`config.mk`:
```
export PLATFORM = sky130hd
export DESIGN_NAME = hash_table_linear_probe_insert
export DESIGN_NICKNAME = d
export VERILOG_FILES = /design/src/rtl/core/htlp_pkg.sv /design/src/rtl/core/htlp_ctrl.sv /design/src/rtl/core/htlp_datapath.sv /design/src/rtl/core/hash_table_linear_probe_insert.sv
export SDC_FILE = /design/constraint.sdc
export NUM_CORES = 1
export LEC_CHECK = 0
export BUFFER_PORTS_ARGS = -buffer_cell sky130_fd_sc_hd__buf_4
export CAP_MARGIN = 20
export CORE_ASPECT_RATIO = 0.6
export CORE_MARGIN = 1
export CORE_UTILIZATION = 58
export DETAILED_ROUTE_END_ITERATION = 16
export GPL_TIMING_DRIVEN = 1
export PLACE_DENSITY_LB_ADDON = 0.25
export SLEW_MARGIN = 0
export SYNTH_ARGS = -nofsm -noshare
export SYNTH_HDL_FRONTEND = slang
export SYNTH_SLANG_ARGS = --single-unit
```
`constraint.sdc`:
```
create_clock -name clk -period 6.21 [get_ports clk]
set_clock_uncertainty 0.1 [all_clocks]
set_input_delay 0 -clock clk [delete_from_list [all_inputs] [get_ports clk]]
set_output_delay 0 -clock clk [all_outputs]
set_load 0.02 [all_outputs]
```
`src/rtl/core/htlp_pkg.sv`:
```
// Shared constants and controller/datapath interface types for the hash
// table insert block. No dependencies.
package htlp_pkg;

  localparam int DEFAULT_TABLE_SLOTS = 16;
  localparam int CHAR_W  = 8;
  localparam int FIELD_W = 4;
  localparam int TOTAL_W = 32;

  // Commands from the controller to the datapath
  typedef struct packed {
    logic clear_step;  // write zero at the sweep pointer and advance
    logic take_byte;   // fold a non-final key byte into the running hash
    logic take_last;   // final byte: latch hash, start the probe
    logic step;        // slot occupied: advance the probe
    logic place;       // slot free: mark it and latch the result
    logic full;        // no free slot: latch a full result
    logic load_out;    // copy the latched result to the output registers
  } htlp_cmd_t;

  // Status from the datapath to the controller
  typedef struct packed {
    logic clear_last;  // sweep pointer at the last slot
    logic slot_free;   // slot under probe is free
    logic probe_last;  // this probe is the last slot left to try
  } htlp_status_t;

endpackage

```
`src/rtl/core/htlp_ctrl.sv`:
```
// Controller state machine for the hash table insert block.
// Depends on htlp_pkg for the command and status types.
module htlp_ctrl import htlp_pkg::*; (
  input  logic         clk,
  input  logic         rst,
  input  logic         key_valid,
  input  logic         key_end,
  output logic         key_stall,
  output logic         res_valid,
  input  logic         res_stall,
  input  htlp_status_t status,
  output htlp_cmd_t    cmd
);

  typedef enum logic [1:0] {
    S_CLEAR,
    S_IDLE,
    S_PROBE,
    S_EMIT
  } state_t;

  state_t state;
  logic   out_free;

  assign out_free  = !res_valid || !res_stall;
  assign key_stall = (state != S_IDLE);

  // Decode commands from state and handshake
  always_comb begin
    cmd = '0;
    case (state)
      S_CLEAR: begin
        cmd.clear_step = 1'b1;
      end
      S_IDLE: begin
        if (key_valid) begin
          if (key_end) begin
            cmd.take_last = 1'b1;
          end else begin
            cmd.take_byte = 1'b1;
          end
        end
      end
      S_PROBE: begin
        if (status.slot_free) begin
          cmd.place = 1'b1;
        end else if (status.probe_last) begin
          cmd.full = 1'b1;
        end else begin
          cmd.step = 1'b1;
        end
      end
      S_EMIT: begin
        cmd.load_out = out_free;
      end
      default: begin
        cmd = '0;
      end
    endcase
  end

  // Hold state and result valid
  always_ff @(posedge clk) begin
    if (rst) begin
      state     <= S_CLEAR;
      res_valid <= 1'b0;
    end else begin
      if (cmd.load_out) begin
        res_valid <= 1'b1;
      end else if (!res_stall) begin
        res_valid <= 1'b0;
      end
      case (state)
        S_CLEAR: begin
          if (status.clear_last) state <= S_IDLE;
        end
        S_IDLE: begin
          if (key_valid && key_end) state <= S_PROBE;
        end
        S_PROBE: begin
          if (status.slot_free || status.probe_last) state <= S_EMIT;
        end
        S_EMIT: begin
          if (out_free) state <= S_IDLE;
        end
        default: begin
          state <= S_CLEAR;
        end
      endcase
    end
  end

endmodule

```
`src/rtl/core/htlp_datapath.sv`:
```
// Datapath for the hash table insert block: additive hash, occupancy
// memory, probe pointer, collision total and output registers. Uses htlp_pkg.
module htlp_datapath import htlp_pkg::*; #(
  parameter int TABLE_SLOTS = DEFAULT_TABLE_SLOTS
) (
  input  logic               clk,
  input  logic               rst,
  input  htlp_cmd_t          cmd,
  input  logic [CHAR_W-1:0]  key_char,
  output htlp_status_t       status,
  output logic [FIELD_W-1:0] hash_slot,
  output logic [FIELD_W-1:0] placed_slot,
  output logic [FIELD_W-1:0] probe_collisions,
  output logic [TOTAL_W-1:0] total_collisions,
  output logic               table_full
);

  localparam int SLOT_W = $clog2(TABLE_SLOTS);
  localparam int CNT_W  = $clog2(TABLE_SLOTS + 1);
  localparam int CHARS  = 1 << CHAR_W;

  logic [SLOT_W-1:0]  char_mod [CHARS];
  logic [SLOT_W-1:0]  running_hash;
  logic [SLOT_W:0]    hash_sum;
  logic [SLOT_W-1:0]  hash_next;
  logic [SLOT_W-1:0]  ptr;
  logic [SLOT_W-1:0]  ptr_inc;
  logic [SLOT_W-1:0]  rd_addr;
  logic [CNT_W-1:0]   cnt;
  logic               rd_used;
  logic               slot_used [TABLE_SLOTS];
  logic               mem_we;
  logic               mem_wd;
  logic [SLOT_W-1:0]  hash_reg;
  logic [SLOT_W-1:0]  placed_reg;
  logic [CNT_W-1:0]   skip_reg;
  logic               full_reg;
  logic [TOTAL_W-1:0] collision_total;

  // Byte value reduced modulo the slot count, fixed at elaboration
  for (genvar i = 0; i < CHARS; i++) begin : g_char_mod
    assign char_mod[i] = SLOT_W'(i % TABLE_SLOTS);
  end

  // Add the reduced byte; the sum stays below twice the slot count
  always_comb begin
    hash_sum = {1'b0, running_hash} + {1'b0, char_mod[key_char]};
    if (hash_sum >= (SLOT_W + 1)'(TABLE_SLOTS)) begin
      hash_next = SLOT_W'(hash_sum - (SLOT_W + 1)'(TABLE_SLOTS));
    end else begin
      hash_next = SLOT_W'(hash_sum);
    end
  end

  // Next slot with wrap at the end of the map
  assign ptr_inc = (ptr == SLOT_W'(TABLE_SLOTS - 1)) ? '0 : ptr + SLOT_W'(1);
  assign rd_addr = cmd.take_last ? hash_next : ptr_inc;

  assign mem_we = cmd.clear_step || cmd.place;
  assign mem_wd = cmd.place;

  assign status.clear_last = (ptr == SLOT_W'(TABLE_SLOTS - 1));
  assign status.slot_free  = !rd_used;
  assign status.probe_last = (cnt == CNT_W'(TABLE_SLOTS - 1));

  // Occupancy memory: one write port, one registered read port
  always_ff @(posedge clk) begin
    if (mem_we) begin
      slot_used[ptr] <= mem_wd;
    end
    rd_used <= slot_used[rd_addr];
  end

  // Hold hash, pointer and running total
  always_ff @(posedge clk) begin
    if (rst) begin
      running_hash    <= '0;
      ptr             <= '0;
      collision_total <= '0;
    end else begin
      if (cmd.take_byte) begin
        running_hash <= hash_next;
      end else if (cmd.take_last) begin
        running_hash <= '0;
      end
      if (cmd.take_last) begin
        ptr <= hash_next;
      end else if (cmd.clear_step || cmd.step) begin
        ptr <= ptr_inc;
      end
      if (cmd.place) begin
        collision_total <= collision_total + TOTAL_W'(cnt);
      end
    end
  end

  // Probe count and latched result
  always_ff @(posedge clk) begin
    if (cmd.take_last) begin
      cnt      <= '0;
      hash_reg <= hash_next;
    end else if (cmd.step) begin
      cnt <= cnt + CNT_W'(1);
    end
    if (cmd.place) begin
      placed_reg <= ptr;
      skip_reg   <= cnt;
      full_reg   <= 1'b0;
    end else if (cmd.full) begin
      placed_reg <= '0;
      skip_reg   <= '0;
      full_reg   <= 1'b1;
    end
  end

  // Output registers, loaded when the result side can take a request
  always_ff @(posedge clk) begin
    if (cmd.load_out) begin
      hash_slot        <= FIELD_W'(hash_reg);
      placed_slot      <= FIELD_W'(placed_reg);
      probe_collisions <= FIELD_W'(skip_reg);
      total_collisions <= collision_total;
      table_full       <= full_reg;
    end
  end

endmodule

```
`src/rtl/core/hash_table_linear_probe_insert.sv`:
```
// Hash table insert with linear probing over an occupancy map of TABLE_SLOTS
// slots. Key bytes are taken one per cycle while key_stall is low; a byte
// without key_end returns to the input at once. After a final byte the input
// stalls while the probe passes k occupied slots (at most TABLE_SLOTS - 1):
// the occupancy memory has one registered read port and the probe examines
// one slot per cycle, and then the result moves to the output registers. That
// last step waits while an earlier result is still held there by res_stall.
// A full table is probed at every slot and is flagged with nothing inserted.
// After reset a clearing pass zeroes the map while the input stalls. Depends
// on htlp_pkg, htlp_ctrl and htlp_datapath.
module hash_table_linear_probe_insert import htlp_pkg::*; #(
  parameter int TABLE_SLOTS = DEFAULT_TABLE_SLOTS
) (
  input  logic               clk,
  input  logic               rst,
  input  logic               key_valid,
  output logic               key_stall,
  input  logic [CHAR_W-1:0]  key_char,
  input  logic               key_end,
  output logic               res_valid,
  input  logic               res_stall,
  output logic [FIELD_W-1:0] hash_slot,
  output logic [FIELD_W-1:0] placed_slot,
  output logic [FIELD_W-1:0] probe_collisions,
  output logic [TOTAL_W-1:0] total_collisions,
  output logic               table_full
);

  htlp_cmd_t    cmd;
  htlp_status_t status;

  // Sequence the clear, byte, probe and emit steps
  htlp_ctrl u_ctrl (
    .clk       (clk),
    .rst       (rst),
    .key_valid (key_valid),
    .key_end   (key_end),
    .key_stall (key_stall),
    .res_valid (res_valid),
    .res_stall (res_stall),
    .status    (status),
    .cmd       (cmd)
  );

  // Hash, occupancy map and result registers
  htlp_datapath #(
    .TABLE_SLOTS (TABLE_SLOTS)
  ) u_datapath (
    .clk              (clk),
    .rst              (rst),
    .cmd              (cmd),
    .key_char         (key_char),
    .status           (status),
    .hash_slot        (hash_slot),
    .placed_slot      (placed_slot),
    .probe_collisions (probe_collisions),
    .total_collisions (total_collisions),
    .table_full       (table_full)
  );

endmodule

```
==> impl_summary.log, run 1 <==
[metrics] result of the run: complete, no violations
[metrics] source of the worst register-to-register timing path: u_ctrl.state[0]
[metrics] Distinct cells, synth: between 40 and 50
[metrics] post-placement worst setup slack: between 1.5 and 2 ns
[metrics] Post-Route WL: ~10 mm
[metrics] largest registers in the final layout: u_datapath.collision_total: 32 flops, u_datapath.total_collisions: 32 flops, u_datapath.slot_used: 16 flops
[metrics] hold endpoint: u_ctrl.state[1]
[metrics] share of final-layout standard cells stronger than drive strength 1: between 10% and 20%
[metrics] compound-cell area share of the yosys netlist: under 10%
[metrics] Worst Hold Depth: 5
[metrics] measured slew at the worst slew-check pin: just under 0.8 ns
[metrics] number of max-cap violations: 0
[metrics] setup tns final: 0 ns
[metrics] Inserted Diodes: 0
[metrics] Yosys Warn Count: 0
[metrics] total core area: 8520 um2
[metrics] worst-case headroom to the max-slew limit: a little under half
[metrics] Synth Instances: 426
[metrics] std cell rows: 26
[metrics] final-stage net count: around 530
[metrics] height of the die: 74.7 um
[metrics] Initial DRC Count: between 200 and 300
[metrics] total via count in the routed design: 3486
[metrics] most common flop cell mapped by yosys: sky130_fd_sc_hd__edfxtp_1
[metrics] worst skew pair latency: around 0.42 ns
[metrics] H-Tree Depth: 4
[metrics] clock period minus final worst setup slack: 3.88 ns
[metrics] xor/xnor cell area share of the yosys netlist: under 10%
[metrics] number of enable-type register cells in the synthesized netlist: 73
[metrics] IR Drop Worst-Case VDD: 0.220 mV
[metrics] Hold Crit Class: in2reg
[metrics] beginning of the worst hold path: key_valid
[metrics] Post-Syn Nets: 460
[metrics] critical path startpoint category: register
[metrics] overall die width: roughly 120 um
[metrics] Post-CTS Setup Inserts: 0
[metrics] CTS Buf Count: 17
[metrics] share of flip-flops with an asynchronous set or reset after synthesis: 0%
[metrics] remaining number of nets flagged by the antenna check after routing: 0
[metrics] final-layout worst hold slack: around 0.024 ns
[metrics] Post-Synth Simple-Gate Area: 15.0%
[metrics] required arrival time at the worst endpoint: 6.41 ns
[metrics] Synth-to-Final Area Change: 24.4%
[metrics] top post-synthesis cells by area: sky130_fd_sc_hd__edfxtp_1 43%, sky130_fd_sc_hd__dfxtp_1 20%, sky130_fd_sc_hd__nor2_1 4.9%
[metrics] Clock Path Buffers: 2
[metrics] Mean Syn Cell Area: 12.0 um2
[metrics] post-detailed-route via-to-cell ratio: approximately 5.6
[metrics] capture instance of the worst register-to-register path: u_datapath.collision_total[31]
[metrics] delay of the slowest cell on the worst path: between 0.5 and 0.6 ns
[metrics] Root Driver: sky130_fd_sc_hd__clkbuf_16
[metrics] quantity of I/O buffers inserted on ports: 55
[metrics] flip-flop and latch count after synthesis: approximately 120
[metrics] effective utilization at floorplan: between 50% and 60%
[metrics] largest area contributor in the synthesized netlist: sky130_fd_sc_hd__edfxtp_1
[metrics] number of top-level pins: 60
[metrics] post-cts repair resize count: 0
[metrics] GR Util All Layers: between 20% and 30%
[metrics] First-pass DRT Iterations: 5
[metrics] share of synthesized area spent on multiplexers: 4.24%
[metrics] ordered list of cells on the worst path: inv_1 -> ha_1 -> and2b_1 -> buf_8 -> nand2_1 -> nor2_1 -> nand4bb_1 -> nor4_1 -> mux2_1
[metrics] leftover overflow at the end of global routing: 0
[metrics] area share of the leading cell type in the synthesized netlist: between 40% and 50%
[metrics] initial antenna violation count: 0
[metrics] clock-pin transition on the worst setup and hold timing paths: approximately 0.060 ns
[metrics] largest net degree at the start of global routing: 47
[metrics] number of clock sinks: 123
[metrics] min setup slack post-route: around 2.3 ns
[metrics] Final Hold Fails: 0
[metrics] leak pwr: approximately 2.3 nW
[metrics] sequential cell area fraction in the yosys report: 62.5%
[metrics] RSZ-0062 raised after global routing: no
[metrics] Achievable Freq: about 260 MHz
[metrics] fin crit share: around 63%
[metrics] Worst Path Max Fanout: 24
[metrics] final weighted congestion in routability-driven placement: roughly 0.87
[metrics] full die area: approximately 9200 um2
[metrics] # setup viols final: 0
[metrics] CTS tree: done
[metrics] Crit. End Element: register
[metrics] Synth Area in Adders: under 10%
[metrics] Register-to-Register Path Depth: 9
[metrics] WP data arrival: 4.08 ns
[metrics] R2R setup slack: approximately 2.3 ns
[metrics] most frequent cells in the layout: 73 x sky130_fd_sc_hd__edfxtp_1, 67 x sky130_fd_sc_hd__nor2_1, 57 x sky130_fd_sc_hd__buf_4
[metrics] first-pass GRT wire length: ~16 mm
[metrics] Detail Placement HPWL: between 6 and 7 mm
[metrics] commonest non-fill, non-tap cell in the layout: sky130_fd_sc_hd__edfxtp_1
[metrics] number of hold buffers added after CTS: 10
[metrics] combinational family with the most area after synthesis: simple AND/OR/NAND/NOR gates
[metrics] areal power density over the cells: around 370 nW/um2
[metrics] vias in the first global route: about 3300
[metrics] DRC violations left: 0
[metrics] Pins Over Slew Limit: 0
[metrics] WL/cell: 16.4 um
[metrics] type of the worst setup path: reg2reg
[metrics] worst-path cell with the longest stage delay: sky130_fd_sc_hd__nor2_1
[metrics] post-synthesis cell area: approximately 5000 um2
## per-stage QoR
stage                     cell area [um2]  util, %  power, mW  instances
after CTS                            6330     74.3       2.33        622
final                                6360     74.6       2.33        625
after floorplan                      5110        -       1.24        426
after global routing                 6360     74.6       2.42        625
after global placement               5630     66.0       1.31        580
after detailed placement             5630     66.0       1.33        580
## power by group
group          total, mW  switching [mW]  leakage [nW]  internal [mW]
registers          0.977          0.0587          1.06          0.918
clock network      0.996           0.365         0.284          0.631
logic              0.352           0.201         0.998          0.151
total               2.33           0.626          2.34           1.70
## cell families after synthesis
group	after synthesis
fa+ha+maj	21
flops	123
mux	16
compound gates	51
buf+inv	32
xor+xnor	27
simple gates	156
## critical path, delay by kind of cell (launching register included)
family                   cells  cell delay [ns]
AND/OR/NAND/NOR              5             2.37
multiplexers                 1             0.36
flip-flops                   1             0.35
buffers and inverters        2             0.34
adder cells (fa/ha/maj)      1             0.23
## area by class of cell
| cell class | instances | area [um2] |
|---|---|---|
| Clock inverter | 14 | 170 |
| Multi-Input combinational cell | 271 | 1810 |
| Sequential cell | 123 | 3190 |
| Fill cell | 549 | 2170 |
| Timing Repair Buffer | 69 | 548 |
| Clock buffer | 18 | 429 |
| Inverter | 18 | 67.6 |
| Tap cell | 112 | 140 |
## cell usage after synthesis (2+ instances only)
cell	number
sky130_fd_sc_hd__a22oi_1	2
sky130_fd_sc_hd__a211oi_1	3
sky130_fd_sc_hd__o21bai_1	2
sky130_fd_sc_hd__and4_1	3
sky130_fd_sc_hd__dfxtp_1	50
sky130_fd_sc_hd__a31o_2	2
sky130_fd_sc_hd__nor3b_1	2
sky130_fd_sc_hd__nand4_1	11
sky130_fd_sc_hd__clkbuf_1	12
sky130_fd_sc_hd__fa_1	2
sky130_fd_sc_hd__ha_1	19
sky130_fd_sc_hd__xnor2_1	18
sky130_fd_sc_hd__nor2b_1	2
sky130_fd_sc_hd__nand2_1	13
sky130_fd_sc_hd__nor2_1	67
sky130_fd_sc_hd__nand2b_1	3
sky130_fd_sc_hd__nor4_1	8
sky130_fd_sc_hd__and3_1	4
sky130_fd_sc_hd__o21ai_0	11
sky130_fd_sc_hd__nor3_1	10
sky130_fd_sc_hd__or3_1	6
sky130_fd_sc_hd__mux2i_1	9
sky130_fd_sc_hd__mux4_2	4
sky130_fd_sc_hd__and2_1	11
sky130_fd_sc_hd__xor2_1	9
sky130_fd_sc_hd__a21oi_1	22
sky130_fd_sc_hd__a21boi_0	2
sky130_fd_sc_hd__a21o_1	3
sky130_fd_sc_hd__inv_1	18
sky130_fd_sc_hd__nand3_1	12
sky130_fd_sc_hd__edfxtp_1	73
## worst max-delay path by stage
stage | start | end | slack (ns) | depth (start not counted)
2_1_floorplan | u_ctrl.state[0] | u_datapath.hash_slot[0] | 1.71 | 2
3_3_place_gp | u_ctrl.state[0] | u_datapath.collision_total[31] | 2.21 | 8
3_5_place_dp | u_ctrl.state[0] | u_datapath.collision_total[31] | 2.00 | 8
4_1_cts | u_ctrl.state[0] | u_datapath.collision_total[31] | 1.92 | 8
5_1_grt | u_ctrl.state[0] | u_datapath.collision_total[31] | 2.10 | 9
6_report | u_ctrl.state[0] | u_datapath.collision_total[31] | 2.33 | 9
## layer usage
metal,wire length [um],GRT usage [%],vias up,part of all wire [%]
met1,4810,32.0,1667,47
met5,0,0,-,0
li1,-,-,1680,-
met3,559,7.27,24,5.5
met4,255,14.3,0,2.5
met2,4620,36.4,115,45
No activity file was read; power rests on OpenSTA's default activity.
==> run 2, diff against run 1 <==
--- a/config.mk
+++ b/config.mk
@@ -5,6 +5,7 @@
 export SDC_FILE = /design/constraint.sdc
 export NUM_CORES = 1
 export LEC_CHECK = 0
+export ABC_AREA = 1
 export BUFFER_PORTS_ARGS = -buffer_cell sky130_fd_sc_hd__buf_4
 export CAP_MARGIN = 20
 export CORE_ASPECT_RATIO = 0.6
==> constraint.sdc (replaced) <==
create_clock -name clk -period 3.9 [get_ports clk]
set_clock_uncertainty 0.1 [all_clocks]
set_input_delay 0 -clock clk [delete_from_list [all_inputs] [get_ports clk]]
set_output_delay 0 -clock clk [all_outputs]
set_load 0.02 [all_outputs]
==> impl_summary.log, run 2 <==
[metrics] critical path startpoint category: register (unchanged)
[metrics] Synth-to-Final Area Change: 23.3% (was 24.4%)
[metrics] Achievable Freq: 394 MHz (was 257 MHz)
[metrics] Register-to-Register Path Depth: 11 (was 9)
[metrics] RSZ-0062 raised after global routing: no (unchanged)
[metrics] effective utilization at floorplan: 61.6% (was 60.0%)
[metrics] largest area contributor in the synthesized netlist: sky130_fd_sc_hd__edfxtp_1 (unchanged)
[metrics] height of the die: 76.8 um (was 74.7 um)
[metrics] sequential cell area fraction in the yosys report: 59.0% (was 62.5%)
[metrics] beginning of the worst hold path: key_char[2] (was key_valid)
[metrics] hold endpoint: u_datapath.hash_reg[2] (was u_ctrl.state[1])
[metrics] std cell rows: 26 (unchanged)
[metrics] share of flip-flops with an asynchronous set or reset after synthesis: 0% (unchanged)
[metrics] largest net degree at the start of global routing: 46 (was 47)
[metrics] filler cell count: 573 (was 549)
[metrics] DRC violations left: 0 (unchanged)
[metrics] Distinct cells, synth: 33 (was 44)
[metrics] IR Drop Worst-Case VDD: 0.392 mV (was 0.220 mV)
[metrics] Initial DRC Count: 491 (was 258)
[metrics] setup tns final: 0 ns (unchanged)
[metrics] delay of the slowest cell on the worst path: 0.39 ns (was 0.55 ns)
[metrics] largest registers in the final layout: u_datapath.collision_total: 32 flops, u_datapath.total_collisions: 32 flops, u_datapath.slot_used: 16 flops (unchanged)
[metrics] post-placement worst setup slack: 1.41 ns (was 2.00 ns)
[metrics] placed cells: 730 (was 580)
[metrics] number of top-level pins: 60 (unchanged)
[metrics] measured slew at the worst slew-check pin: 1.02 ns (was 0.791 ns)
[metrics] clock-pin transition on the worst setup and hold timing paths: 0.06 ns (about the same)
[metrics] capture instance of the worst register-to-register path: u_datapath.rd_used (was u_datapath.collision_total[31])
[metrics] final-layout worst hold slack: 0.0672 ns (was 0.0240 ns)
[metrics] final total power: 3.79 mW (was 2.33 mW)
[metrics] CTS tree: done (unchanged)
[metrics] final weighted congestion in routability-driven placement: 0.987 (was 0.871)
[metrics] flip-flop and latch count after synthesis: 123 (unchanged)
[metrics] number of enable-type register cells in the synthesized netlist: 73 (unchanged)
[metrics] total via count in the routed design: 4306 (was 3486)
[metrics] dominant cell by count in the synthesized netlist: sky130_fd_sc_hd__nand2_1 (was sky130_fd_sc_hd__edfxtp_1)
[metrics] leftover overflow at the end of global routing: 0 (unchanged)
[metrics] Detail Placement HPWL: 8.08 mm (was 6.12 mm)
[metrics] Crit. End Element: register (unchanged)
[metrics] Inserted Diodes: 0 (unchanged)
[metrics] number of max-cap violations: 0 (unchanged)
[metrics] area share of the leading cell type in the synthesized netlist: 40.5% (was 42.9%)
[metrics] CTS Buf Count: 17 (unchanged)
[metrics] Post-Syn Nets: 603 (was 460)
[metrics] result of the run: complete, no violations (unchanged)
[metrics] Top delay family on crit path: simple AND/OR/NAND/NOR gates (unchanged)
[metrics] overall die width: 127 um (was 123 um)
[metrics] Hold Crit Class: in2reg (unchanged)
[metrics] most common flop cell mapped by yosys: sky130_fd_sc_hd__edfxtp_1 (unchanged)
[metrics] final core utilization: 76.0% (was 74.6%)
[metrics] areal power density over the cells: 567 nW/um2 (was 366 nW/um2)
[metrics] worst-case headroom to the max-slew limit: 32.0% (was 46.9%)
[metrics] ordered list of cells on the worst path: inv_1 -> ha_1 -> nand3_1 -> inv_1 -> nand2_1 -> nand2_1 -> nand2_1 -> nand3_1 -> nand3_1 -> nand3_1 -> nand2_1 (was inv_1 -> ha_1 -> and2b_1 -> buf_8 -> nand2_1 -> nor2_1 -> nand4bb_1 -> nor4_1 -> mux2_1)
[metrics] total core area: 8780 um2 (was 8520 um2)
[metrics] share of final-layout standard cells stronger than drive strength 1: 15.5% (was 19.3%)
[metrics] Root Driver: sky130_fd_sc_hd__clkbuf_16 (unchanged)
[metrics] most used standard cells in the synthesized netlist: 99 x sky130_fd_sc_hd__nand2_1, 79 x sky130_fd_sc_hd__nor2_1, 73 x sky130_fd_sc_hd__edfxtp_1 (was 73 x sky130_fd_sc_hd__edfxtp_1, 67 x sky130_fd_sc_hd__nor2_1, 50 x sky130_fd_sc_hd__dfxtp_1)
[metrics] first-pass GRT wire length: 19.7 mm (was 16.0 mm)
[metrics] final-stage net count: 680 (was 534)
[metrics] GR Util All Layers: 27.1% (was 24.3%)
[metrics] post-cts repair resize count: 0 (unchanged)
[metrics] quantity of I/O buffers inserted on ports: 55 (unchanged)
[metrics] worst skew pair latency: 0.42 ns (about the same)
[metrics] Yosys Warn Count: 0 (unchanged)
[metrics] WL/cell: 15.8 um (was 16.4 um)
[metrics] most frequent cells in the layout: 99 x sky130_fd_sc_hd__nand2_1, 79 x sky130_fd_sc_hd__nor2_1, 73 x sky130_fd_sc_hd__edfxtp_1 (was 73 x sky130_fd_sc_hd__edfxtp_1, 67 x sky130_fd_sc_hd__nor2_1, 57 x sky130_fd_sc_hd__buf_4)
[metrics] First-pass DRT Iterations: 5 (unchanged)
[metrics] post-detailed-route via-to-cell ratio: 5.58 (about the same)
[metrics] H-Tree Depth: 4 (unchanged)
[metrics] type of the worst setup path: reg2reg (unchanged)
[metrics] clock period minus final worst setup slack: 2.54 ns (was 3.88 ns)
[metrics] remaining number of nets flagged by the antenna check after routing: 0 (unchanged)
[metrics] Mean Syn Cell Area: 9.51 um2 (was 12.0 um2)
[metrics] min setup slack post-route: 1.36 ns (was 2.33 ns)
[metrics] depth of the critical timing path with buffers and inverters included: 11 (was 9)
[metrics] WP data arrival: 2.75 ns (was 4.08 ns)
[metrics] top post-synthesis cells by area: sky130_fd_sc_hd__edfxtp_1 40%, sky130_fd_sc_hd__dfxtp_1 18%, sky130_fd_sc_hd__nand2_1 6.9% (was sky130_fd_sc_hd__edfxtp_1 43%, sky130_fd_sc_hd__dfxtp_1 20%, sky130_fd_sc_hd__nor2_1 4.9%)
[metrics] leak pwr: 2.70 nW (was 2.34 nW)
[metrics] full die area: 9740 um2 (was 9200 um2)
[metrics] required arrival time at the worst endpoint: 4.11 ns (was 6.41 ns)
[metrics] Area after DPL: 5960 um2 (was 5630 um2)
[metrics] Pins Over Slew Limit: 0 (unchanged)
[metrics] worst-path cell with the longest stage delay: sky130_fd_sc_hd__inv_1 (was sky130_fd_sc_hd__nor2_1)
[metrics] commonest non-fill, non-tap cell in the layout: sky130_fd_sc_hd__nand2_1 (was sky130_fd_sc_hd__edfxtp_1)
[metrics] Worst Hold Depth: 3 (was 5)
[metrics] number of buffer and inverter stages on the critical path: 2 (unchanged)
[metrics] number of clock sinks: 123 (unchanged)
[metrics] final cell count without fillers: 771 (was 625)
[metrics] initial antenna violation count: 0 (unchanged)
[metrics] Final Hold Fails: 0 (unchanged)
[metrics] source of the worst register-to-register timing path: u_ctrl.state[1] (was u_ctrl.state[0])
[metrics] fin crit share: 65.1% (was 62.6%)
[metrics] area of all placed cells without fillers: 6680 um2 (was 6360 um2)
[metrics] post-synthesis cell area: 5410 um2 (was 5110 um2)
[metrics] Synth Instances: 569 (was 426)
[metrics] Post-Route WL: 12.2 mm (was 10.2 mm)
[metrics] # setup viols final: 0 (unchanged)
[metrics] vias in the first global route: 3953 (was 3261)
[metrics] R2R setup slack: 1.36 ns (was 2.33 ns)
[metrics] Clock Path Buffers: 2 (unchanged)
[metrics] Worst Path Max Fanout: 12 (was 24)
[run 2: cell types whose count changed after synthesis, moves of 5 or more]
cell and change:
sky130_fd_sc_hd__mux2i_1 -9, sky130_fd_sc_hd__nor2_1 +12, sky130_fd_sc_hd__nor4_1 -8, sky130_fd_sc_hd__nand2_1 +86
sky130_fd_sc_hd__or3_1 -6, sky130_fd_sc_hd__inv_1 +54, sky130_fd_sc_hd__nand3_1 +30, sky130_fd_sc_hd__and2_1 -9
sky130_fd_sc_hd__xnor2_1 -15, sky130_fd_sc_hd__a21oi_1 +14, sky130_fd_sc_hd__xor2_1 -5, sky130_fd_sc_hd__o21ai_0 +15
sky130_fd_sc_hd__nand3b_1 +10, sky130_fd_sc_hd__clkbuf_1 -8
[run 2: what timing repair did]
item	CTS	global route
hold endpoints to repair	14	0
buffers inserted	0	0
hold buffers	9	0
[run 2: layout make-up]
cell class | instances | area, um2 | share of cell area, %
Timing Repair Buffer | 66 | 518 | 7.76
Inverter | 72 | 270 | 4.05
Tap cell | 112 | 140 | 2.10
Sequential cell | 123 | 3190 | 47.8
Multi-Input combinational cell | 366 | 1930 | 28.9
Clock inverter | 14 | 198 | 2.96
Clock buffer | 18 | 429 | 6.43
[run 2: logic make-up after synthesis]
family | share of synthesized area, %
AND/OR/NAND/NOR | 22.6
flip-flops | 59.0
buffers and inverters | 5.59
AO/OA/AOI/OAI | 6.56
adder cells (fa/ha/maj) | 5.13
XOR/XNOR | 1.13
[run 2: worst max-delay path by stage]
stage,start,to,slack [ns]
2_1_floorplan,u_ctrl.state[0],u_datapath.hash_slot[0],0.56
3_3_place_gp,u_ctrl.state[0],u_datapath.collision_total[29],1.48
3_5_place_dp,u_ctrl.state[0],u_datapath.collision_total[29],1.41
4_1_cts,u_ctrl.state[0],u_datapath.collision_total[29],1.37
5_1_grt,u_ctrl.state[0],u_datapath.collision_total[29],1.10
6_report,u_ctrl.state[1],u_datapath.rd_used,1.36
[run 2: per-layer routing]
metal	global-route usage (%)	wire (um)	vias to the layer above	share of wire (%)
li1	-	-	2069	-
met1	39.2	5750	1992	47
met2	38.7	5040	226	41
met3	7.89	1240	19	10
met4	9.52	161	0	1.3
met5	0	0	-	0
[run 2: where the power goes]
group | internal (mW) | total, mW | switching [mW]
sequential | 1.46 | 1.53 | 0.0738
combinational | 0.197 | 0.607 | 0.410
clock | 1.07 | 1.65 | 0.580
[run 2: worst min-delay path: stages]
cell and delay, ns:
sky130_fd_sc_hd__buf_4 0.08, sky130_fd_sc_hd__ha_1 0.18, sky130_fd_sc_hd__xor2_1 0.14
